`src/sv/dccrc_pkg.sv`:
```
`default_nettype none
// ----------------------------------------------------------------------------
// Dual CRC byte engine package
// Shared payload types, request and register codes, and CRC constants.
// ----------------------------------------------------------------------------
package dccrc_pkg;

    localparam int CRC16_W = 16;
    localparam int CRC32_W = 32;
    localparam int BYTE_W  = 8;
    localparam int CFG_W   = 32;

    localparam logic [CRC16_W-1:0] CRC16_INIT       = 16'hFFFF;
    localparam logic [CRC32_W-1:0] CRC32_INIT       = 32'hFFFF_FFFF;
    localparam logic [CRC16_W-1:0] CRC16_XOROUT     = 16'hFFFF;
    localparam logic [CRC32_W-1:0] CRC32_XOROUT     = 32'hFFFF_FFFF;
    localparam logic [CRC16_W-1:0] POLY16_RESET     = 16'h1021;
    localparam logic [CRC32_W-1:0] POLY32_RESET     = 32'hEDB8_8320;

    localparam logic REQ_DATA   = 1'b0;
    localparam logic REQ_FINISH = 1'b1;

    localparam logic CFG_POLY16 = 1'b0;
    localparam logic CFG_POLY32 = 1'b1;

    typedef struct packed {
        logic              req_type;
        logic [BYTE_W-1:0] data_byte;
    } t_in;

    typedef struct packed {
        logic [CRC16_W-1:0] crc16_final;
        logic [CRC16_W-1:0] crc16_raw;
        logic [CRC32_W-1:0] crc32_final;
        logic [CRC32_W-1:0] crc32_raw;
    } t_out;

endpackage
`default_nettype wire

```
`src/sv/dual_crc16_crc32_byte_engine.sv`:
```
`default_nettype none
// ----------------------------------------------------------------------------
// Dual CRC-16 / CRC-32 byte engine
// Runs reflected CRC-16 and CRC-32 side by side over a byte stream.
// ----------------------------------------------------------------------------
// Each accepted item is either a data byte, folded into both CRCs, or a
// finish request, which emits one result with both CRCs raw and inverted and
// then returns both CRCs to all ones. The block takes one item per cycle: an
// item sits in the input register while the eight-step fold updates the
// CRC registers, and a finish result then waits in the output register.
// A finish item stalls only while an earlier result is still held there.
// Polynomials are to be written through the configuration port only while idle; the block does not enforce it.
module dual_crc16_crc32_byte_engine (
    input  wire logic                          i_clk,
    input  wire logic                          i_rst_n,
    input  wire logic                          i_in_valid,
    output logic                               o_in_ready,
    input  wire dccrc_pkg::t_in                i_in_data,
    output logic                               o_out_valid,
    input  wire logic                          i_out_ready,
    output dccrc_pkg::t_out                    o_out_data,
    input  wire logic                          i_cfg_we,
    input  wire logic                          i_cfg_idx,
    input  wire logic [dccrc_pkg::CFG_W-1:0]   i_cfg_wdata
);

    logic                            r_in_valid, n_in_valid;
    dccrc_pkg::t_in                  r_in, n_in;
    logic                            r_out_valid, n_out_valid;
    dccrc_pkg::t_out                 r_out, n_out;
    logic [dccrc_pkg::CRC16_W-1:0]   r_crc16, n_crc16;
    logic [dccrc_pkg::CRC32_W-1:0]   r_crc32, n_crc32;
    logic [dccrc_pkg::CRC16_W-1:0]   r_poly16, n_poly16;
    logic [dccrc_pkg::CRC32_W-1:0]   r_poly32, n_poly32;

    logic [dccrc_pkg::CRC16_W-1:0]   w_fold16;
    logic [dccrc_pkg::CRC32_W-1:0]   w_fold32;
    logic                            w_stage_fin;
    logic                            w_advance;

    dccrc_fold #(
        .WIDTH (dccrc_pkg::CRC16_W)
    ) u_fold16 (
        .i_crc  (r_crc16),
        .i_poly (r_poly16),
        .i_byte (r_in.data_byte),
        .o_crc  (w_fold16)
    );

    dccrc_fold #(
        .WIDTH (dccrc_pkg::CRC32_W)
    ) u_fold32 (
        .i_crc  (r_crc32),
        .i_poly (r_poly32),
        .i_byte (r_in.data_byte),
        .o_crc  (w_fold32)
    );

    assign w_stage_fin = r_in_valid && (r_in.req_type == dccrc_pkg::REQ_FINISH);
    assign w_advance   = r_in_valid && (!w_stage_fin || !r_out_valid || i_out_ready);
    assign o_in_ready  = !r_in_valid || w_advance;
    assign o_out_valid = r_out_valid;
    assign o_out_data  = r_out;

    always_comb begin
        n_in_valid = r_in_valid;
        n_in       = r_in;
        if (o_in_ready) begin
            n_in_valid = i_in_valid;
            n_in       = i_in_data;
        end
    end

    always_comb begin
        n_crc16 = r_crc16;
        n_crc32 = r_crc32;
        if (w_advance) begin
            if (w_stage_fin) begin
                n_crc16 = dccrc_pkg::CRC16_INIT;
                n_crc32 = dccrc_pkg::CRC32_INIT;
            end else begin
                n_crc16 = w_fold16;
                n_crc32 = w_fold32;
            end
        end
    end

    always_comb begin
        n_out_valid = r_out_valid;
        n_out       = r_out;
        if (w_advance && w_stage_fin) begin
            n_out_valid       = 1'b1;
            n_out.crc16_final = r_crc16 ^ dccrc_pkg::CRC16_XOROUT;
            n_out.crc16_raw   = r_crc16;
            n_out.crc32_final = r_crc32 ^ dccrc_pkg::CRC32_XOROUT;
            n_out.crc32_raw   = r_crc32;
        end else if (i_out_ready) begin
            n_out_valid = 1'b0;
        end
    end

    always_comb begin
        n_poly16 = r_poly16;
        n_poly32 = r_poly32;
        if (i_cfg_we) begin
            case (i_cfg_idx)
                dccrc_pkg::CFG_POLY16: n_poly16 = i_cfg_wdata[dccrc_pkg::CRC16_W-1:0];
                dccrc_pkg::CFG_POLY32: n_poly32 = i_cfg_wdata[dccrc_pkg::CRC32_W-1:0];
                default: begin
                    n_poly16 = r_poly16;
                    n_poly32 = r_poly32;
                end
            endcase
        end
    end

    always_ff @(posedge i_clk) begin
        if (!i_rst_n) begin
            r_in_valid  <= 1'b0;
            r_out_valid <= 1'b0;
            r_crc16     <= dccrc_pkg::CRC16_INIT;
            r_crc32     <= dccrc_pkg::CRC32_INIT;
            r_poly16    <= dccrc_pkg::POLY16_RESET;
            r_poly32    <= dccrc_pkg::POLY32_RESET;
        end else begin
            r_in_valid  <= n_in_valid;
            r_out_valid <= n_out_valid;
            r_crc16     <= n_crc16;
            r_crc32     <= n_crc32;
            r_poly16    <= n_poly16;
            r_poly32    <= n_poly32;
        end
    end

    always_ff @(posedge i_clk) begin
        r_in  <= n_in;
        r_out <= n_out;
    end

`ifndef SYNTHESIS
    a_fin_reinit: assert property (@(posedge i_clk) disable iff (!i_rst_n)
        (w_advance && w_stage_fin) |=>
            (r_crc16 == dccrc_pkg::CRC16_INIT) && (r_crc32 == dccrc_pkg::CRC32_INIT))
        else $error("CRC registers not reinitialized after a finish transaction");

    a_fin_result: assert property (@(posedge i_clk) disable iff (!i_rst_n)
        (w_advance && w_stage_fin) |=>
            o_out_valid && (o_out_data.crc32_raw == $past(r_crc32))
            && (o_out_data.crc16_raw == $past(r_crc16)))
        else $error("Finish transaction did not load the result register");

    a_stall_only_fin: assert property (@(posedge i_clk) disable iff (!i_rst_n)
        !o_in_ready |-> (w_stage_fin && o_out_valid && !i_out_ready))
        else $error("Input stalled without a blocked finish transaction");
`endif

endmodule
`default_nettype wire

```
`src/sv/dccrc_fold.sv`:
```
`default_nettype none
// ----------------------------------------------------------------------------
// Reflected CRC byte fold
// Folds one byte into a reflected CRC register, eight right shifts LSB first.
// ----------------------------------------------------------------------------
module dccrc_fold #(
    parameter int WIDTH = dccrc_pkg::CRC32_W
) (
    input  wire logic [WIDTH-1:0]              i_crc,
    input  wire logic [WIDTH-1:0]              i_poly,
    input  wire logic [dccrc_pkg::BYTE_W-1:0]  i_byte,
    output logic      [WIDTH-1:0]              o_crc
);

    always_comb begin
        logic [WIDTH-1:0] v_reg;
        v_reg = i_crc ^ {{(WIDTH-dccrc_pkg::BYTE_W){1'b0}}, i_byte};
        for (int k = 0; k < dccrc_pkg::BYTE_W; k++) begin
            if (v_reg[0]) begin
                v_reg = (v_reg >> 1) ^ i_poly;
            end else begin
                v_reg = v_reg >> 1;
            end
        end
        o_crc = v_reg;
    end

endmodule
`default_nettype wire
```
`config.mk`:
```
export PLATFORM = sky130hd
export DESIGN_NAME = dual_crc16_crc32_byte_engine
export DESIGN_NICKNAME = d
export VERILOG_FILES = /design/src/sv/dccrc_pkg.sv /design/src/sv/dual_crc16_crc32_byte_engine.sv /design/src/sv/dccrc_fold.sv
export SDC_FILE = /design/constraint.sdc
export NUM_CORES = 1
export LEC_CHECK = 0
export ABC_AREA = 1
export BUFFER_PORTS_ARGS = -buffer_cell sky130_fd_sc_hd__buf_2
export CAP_MARGIN = 5
export CORE_MARGIN = 8
export CORE_UTILIZATION = 45
export CTS_CLUSTER_SIZE = 24
export DETAILED_ROUTE_END_ITERATION = 6
export GPL_ROUTABILITY_DRIVEN = 0
export GPL_TIMING_DRIVEN = 0
export PLACE_DENSITY = 0.69
export RECOVER_POWER = 50
export SYNTH_ARGS = -nofsm -noshare
export SYNTH_HDL_FRONTEND = slang
export SYNTH_SLANG_ARGS = --single-unit
export TNS_END_PERCENT = 100
```
`constraint.sdc`:
```
create_clock -name i_clk -period 12.3 [get_ports i_clk]
set_input_delay 0.615 -clock i_clk [delete_from_list [all_inputs] [get_ports i_clk]]
set_output_delay 0.615 -clock i_clk [all_outputs]
set_load 0.005 [all_outputs]
```
[Yosys cells after proc, flatten, opt, wreduce, memory -nomap -nowiden]
Index checks and enable logic that the tools add are counted.
Widths: inputs -> output; s select.
Word-level totals
  input port bits: 47
  flip-flop bits (word level): 203
Cells by class
  bitwise logic cells: 21
  mux-type cells: 20
  reductions and logical operators: 12
Operator list (number)
  $mux 32: 9
  $xor 31x32->32: 8
  $mux 16: 9
  $xor 15x16->16: 8
  $not 32->32: 1
  $xor 32x8->32: 1
  $not 16->16: 1
  $xor 16x8->16: 1
  $reduce_and 2->1: 2
  $logic_and 1x1->1: 3
  $logic_not 1->1: 3
  $logic_or 1x1->1: 3
  $mux 1: 2
  $reduce_bool 2->1: 1
  $not 1->1: 1

[Logic depth before layout (Yosys ltp)]
  word-level depth: 18
  gate-level depth with buffers: 32
  gate-level depth less buffers: 30

[By module]
Synthesis repeated with hierarchy kept, for this count alone.
Unflattened totals
  cells, all modules: 2381
  area total of the unflattened synthesis: 15223.4 um^2
By module, submodules not included
  dual_crc16_crc32_byte_engine: instances 1, area an instance 7141.8 um^2, sequential area each 5114.9 um^2, cells an instance 691
  dccrc_fold (u_fold32): instances 1, area an instance 5367.6 um^2, sequential area each 0.0 um^2, cells an instance 1125
  dccrc_fold (u_fold16): instances 1, area an instance 2713.9 um^2, sequential area each 0.0 um^2, cells an instance 565

[Least setup slack after synthesis]
Ideal clock, no wire load.
  path kind: input-to-reg
  start point: input port i_out_ready
  end point: register r_out, in the netlist o_out_data[0], enable pin
  setup slack: 7.050 ns
  stages: 2
  arrival time: 4.696 ns
  data required time: 11.746 ns
  cell sequence: nor2_1 -> nor2_1
Between the ends
  longest elaborated chain between the ends: 3
Ends and longest elaborated chain
  start: declaration: line dual_crc16_crc32_byte_engine.sv:20  | input wire logic i_out_ready,
  $logic_or 1x1->1: line dual_crc16_crc32_byte_engine.sv:60  | assign w_advance = r_in_valid && (!w_stage_fin || !r_out_valid || i_out_ready);
  $logic_and 1x1->1: line dual_crc16_crc32_byte_engine.sv:60
  $logic_and 1x1->1: line dual_crc16_crc32_byte_engine.sv:91  | if (w_advance && w_stage_fin) begin
  end signal: assignment: line dual_crc16_crc32_byte_engine.sv:137  | r_out <= n_out;
  end: declaration: line dual_crc16_crc32_byte_engine.sv:30  | dccrc_pkg::t_out r_out, n_out;
Every way passes these cells.
A chain may end at the register's enable or synchronous reset.

[Worst setup path after layout]
  start point: register r_in[0] in the netlist's numbering
  end point: register r_crc32[3] in the netlist's numbering
Between the ends
  longest elaborated chain between the ends: 17
Ends and longest elaborated chain
  start: declaration: line dual_crc16_crc32_byte_engine.sv:28  | dccrc_pkg::t_in r_in, n_in;
  start signal: assignment: line dual_crc16_crc32_byte_engine.sv:136  | r_in <= n_in;
  $xor 32x8->32 *: line dccrc_fold.sv:17  | v_reg = i_crc ^ {{(WIDTH-dccrc_pkg::BYTE_W){1'b0}}, i_byte};
  $mux 32 *: line dccrc_fold.sv:19  | if (v_reg[0]) begin
  $xor 31x32->32: line dccrc_fold.sv:20  | v_reg = (v_reg >> 1) ^ i_poly;
  $mux 32 *: line dccrc_fold.sv:19
  $xor 31x32->32: line dccrc_fold.sv:20
  $mux 32 *: line dccrc_fold.sv:19
  $xor 31x32->32: line dccrc_fold.sv:20
  $mux 32 *: line dccrc_fold.sv:19
  $xor 31x32->32: line dccrc_fold.sv:20
  $mux 32 *: line dccrc_fold.sv:19
  $xor 31x32->32: line dccrc_fold.sv:20
  $mux 32 *: line dccrc_fold.sv:19
  $xor 31x32->32: line dccrc_fold.sv:20
  $mux 32 *: line dccrc_fold.sv:19
  $xor 31x32->32: line dccrc_fold.sv:20
  $mux 32 *: line dccrc_fold.sv:19
  $mux 32 *: line dual_crc16_crc32_byte_engine.sv:78  | if (w_stage_fin) begin
  end signal: assignment: line dual_crc16_crc32_byte_engine.sv:122  | r_crc32 <= dccrc_pkg::CRC32_INIT;
  end signal: assignment: line dual_crc16_crc32_byte_engine.sv:129  | r_crc32 <= n_crc32;
  end: declaration: line dual_crc16_crc32_byte_engine.sv:32  | logic [dccrc_pkg::CRC32_W-1:0] r_crc32, n_crc32;
Mark *: on every way between the ends. The rest lies on a longest branch, timed or not.

==> metrics.txt <==
Clock power frac 0.219; Setup Fix Bufs, Post-CTS 0; leakage power ~8.4 nW; vias in the first global route 14040; Startpoint Class flip-flop; clock sink count 203; Die W roughly 200 um; final setup TNS 0 ns; grt met1 use 0.3118; Reg area approximately 5100 um^2; Post-synth EDFFs 105; number of max-cap violations 0; Worst-Margin Slew 0.9787 ns; antenna violations before repair 1; Max H-tree Level 1; # IOs 145; die area 38440 um^2; CTS Buf Count 23; Seq/Total Area, Yosys 0.3505; Root Buffer Master clkbuf_16; Initial Utilization 0.4531; setup violators final 0; HP Class in -> reg; number of synthesized register bits 203; fill cell count approximately 3200; Seq pwr share 0.250; Power Internal 0.001741 W; Top FF cell, synth edfxtp_1; final critical-path required period 3.904 ns; Antenna Nets Post-Route 0; arrival time worst endpoint 4.31 ns; GR peak layer met2; Peak VDD IR approximately 0.15 mV; fin worst setup slack 8.396 ns; syn avg cell area 6.502 um^2; worst skew pair latency 0.53 ns; hpwl dp 36690 um; critical path capture point type flip-flop; pin count of the biggest net entering global routing 38; total number of vias 15310; via/cell ratio 5.390; IO buf count 144; placed cells 2798; Routed Wire Length 49510 um; routed len/inst approximately 17 um; Clock Skew roughly 0.017 ns; post-synth cell types 32; first-pass GRT wire length between 70000 and 80000 um; core area 32210 um^2; total global-route track usage 0.2495; DRC viols 0; ys async rst share 0; M3 GR Usage 0.05517; num rows 66; synth warn 0; DRT Pass-1 Iters 6; Cell Area, Synth about 15000 um^2; Tcrit/Tclk final 0.3174; net count after synthesis around 2300; crit path max fanout 10; max-slew violations 0; fin util 0.5150; CTS Buffer Depth 3; sw power 0.001466 W; final std cells w/o fill 2840; max_slew headroom 0.3475; area of the multi-input gates around 7600 um^2; pre-CTS setup slack 8.542 ns; clock-pin slew on the worst setup and hold paths 0.06 ns; Fmax 256.2 MHz; worst endpoint required time 12.71 ns; fin nets between 2000 and 2500; CP Class reg -> reg; met2 Usage GRT 0.3990; cell count after synthesis 2244; Fin. Hold Viols 0; Comb power frac 0.531; Die Ht 196.1 um; TritonCTS clock tree yes; DRT iter0 DRCs 1743; Resize count post-CTS 0; hold_buf cts 0; RSZ-0062 raised after global routing no; Area Growth Syn to Fin 13.67%; pwr/cell area roughly 190 nW/um^2; layout cells sized above 1 0.1193; Sw Ratio 0.4571; outcome finished, final reports clean; Congestion Overflow GR 0
[sequential cells by signal, indices dropped and copies added, names as in the netlist]
register / cells
o_out_data: 96
o_out_valid: 1
r_crc16: 16
r_crc32: 32
r_in: 9
r_in_valid: 1
r_poly16: 16
r_poly32: 32
[critical path, stage by stage (launching register included)]
cell and delay, ns:
edfxtp_1 0.47, nand2_1 0.16, nand2_2 0.23, o21ai_1 0.21
nand2_1 0.10, nand2_1 0.09, inv_2 0.04, nor2_2 0.12
nand3_2 0.11, buf_6 0.18, nand3_1 0.09, nand2_1 0.08
nand2_4 0.13, nand3_2 0.22, nand2_4 0.21, nor2_1 0.08
nand2_2 0.11, nand2_1 0.21, inv_2 0.22, buf_6 0.20
nand3_1 0.08, nand2_1 0.10, inv_1 0.05, nand2_1 0.06
nand3_1 0.09, nand2_1 0.12, nand2_1 0.05
[routing by layer]
layer / wire [um] / vias up
li1: - / 7348
met1: 19480 / 6934
met2: 21660 / 863
met5: 0 / -
met3: 5590 / 164
met4: 2781 / 0
[per-stage QoR]
stage	area (um^2)	hold slack, ns	total power (W)
6_report	16590	0.2711	0.003206
5_1_grt	16580	0.2539	0.003441
4_1_cts	16630	0.2503	0.003169
3_5_place_dp	15870	0.4281	0.002464
3_3_place_gp	15820	0.4154	0.002432
2_1_floorplan	14590	0.4082	0.002065
[power groups by stage]
| stage | Sequential, W | Clock [W] | Combinational (W) |
|---|---|---|---|
| 2_1_floorplan | 0.000804 | 0 | 0.00126 |
| 3_3_place_gp | 0.000816 | 0 | 0.00162 |
| 3_5_place_dp | 0.000815 | 0 | 0.00165 |
| 4_1_cts | 0.000801 | 0.000711 | 0.00166 |
| 5_1_grt | 0.000806 | 0.000739 | 0.00190 |
| 6_report | 0.000801 | 0.000702 | 0.00170 |
[area by class of cell]
class | instances | share of cell area
Antenna cell | 1 | 0.0001509
Tap cell | 408 | 0.03078
Timing Repair Buffer | 146 | 0.04323
Sequential cell | 203 | 0.3084
Clock inverter | 11 | 0.006789
Multi-Input combinational cell | 1593 | 0.4593
Buffer | 132 | 0.04104
Clock buffer | 30 | 0.03885
Inverter | 316 | 0.07151
[logic make-up (layout without fill, tap and decap cells)]
group	Yosys count	count (layout)	synth area share
AO/OA/AOI/OAI	170	170	0.06191
other	0	1	0
flip-flops	203	203	0.3505
XOR/XNOR	143	143	0.08583
AND/OR/NAND/NOR	1280	1280	0.3738
buffers and inverters	448	635	0.1279
[worst paths after layout]
check / slack, ns / startpoint / cells after the start / to
max: 8.40 / r_in[0] / 26 / r_crc32[3]
min: 0.27 / i_in_data[3] / 1 / r_in[3]
max reg2reg: 8.40 / r_in[0] / 26 / r_crc32[3]
min reg2reg: 0.45 / r_crc16[15] / 0 / o_out_data[79]
[cells in the mapped netlist (2+ instances only)]
cell type	instances	area share
inv_2	25	0.0064
clkinv_1	4	0.0010
inv_1	287	0.074
buf_4	7	0.0036
a21oi_1	76	0.026
nor2_1	139	0.036
nand2_4	5	0.0039
dfxtp_1	98	0.13
nor2_2	5	0.0021
o21bai_1	2	0.0010
clkbuf_1	57	0.015
edfxtp_1	105	0.22
or2_2	8	0.0034
o211ai_1	18	0.0093
buf_1	6	0.0015
o21ai_1	5	0.0017
nand3_4	2	0.0024
xnor2_1	72	0.043
nand2_2	23	0.0099
buf_6	13	0.010
nand3_2	6	0.0041
nand3_1	339	0.12
nand2_1	748	0.19
buf_2	49	0.017
xor2_1	71	0.043
o21ai_0	68	0.023
[layout by cell type (no fill, tap or decap), drive strengths merged]
cell    Yosys  final
o21ai      73     73
diode       0      1
edfxtp    105    105
bufinv      0      2
clkinv      4     11
nor2      145    145
inv       312    314
xor2       71     71
nand4       1      1
nand3     347    347
nand3b      1      1
buf        75    188
xnor2      72     72
o21bai      2      2
a21boi      1      1
nand2     777    777
or2         8      8
a21oi      76     76
dfxtp      98     98
o211ai     18     18
clkbuf     57    120
nand2b      1      1
Power figures use the tool's default switching activity.
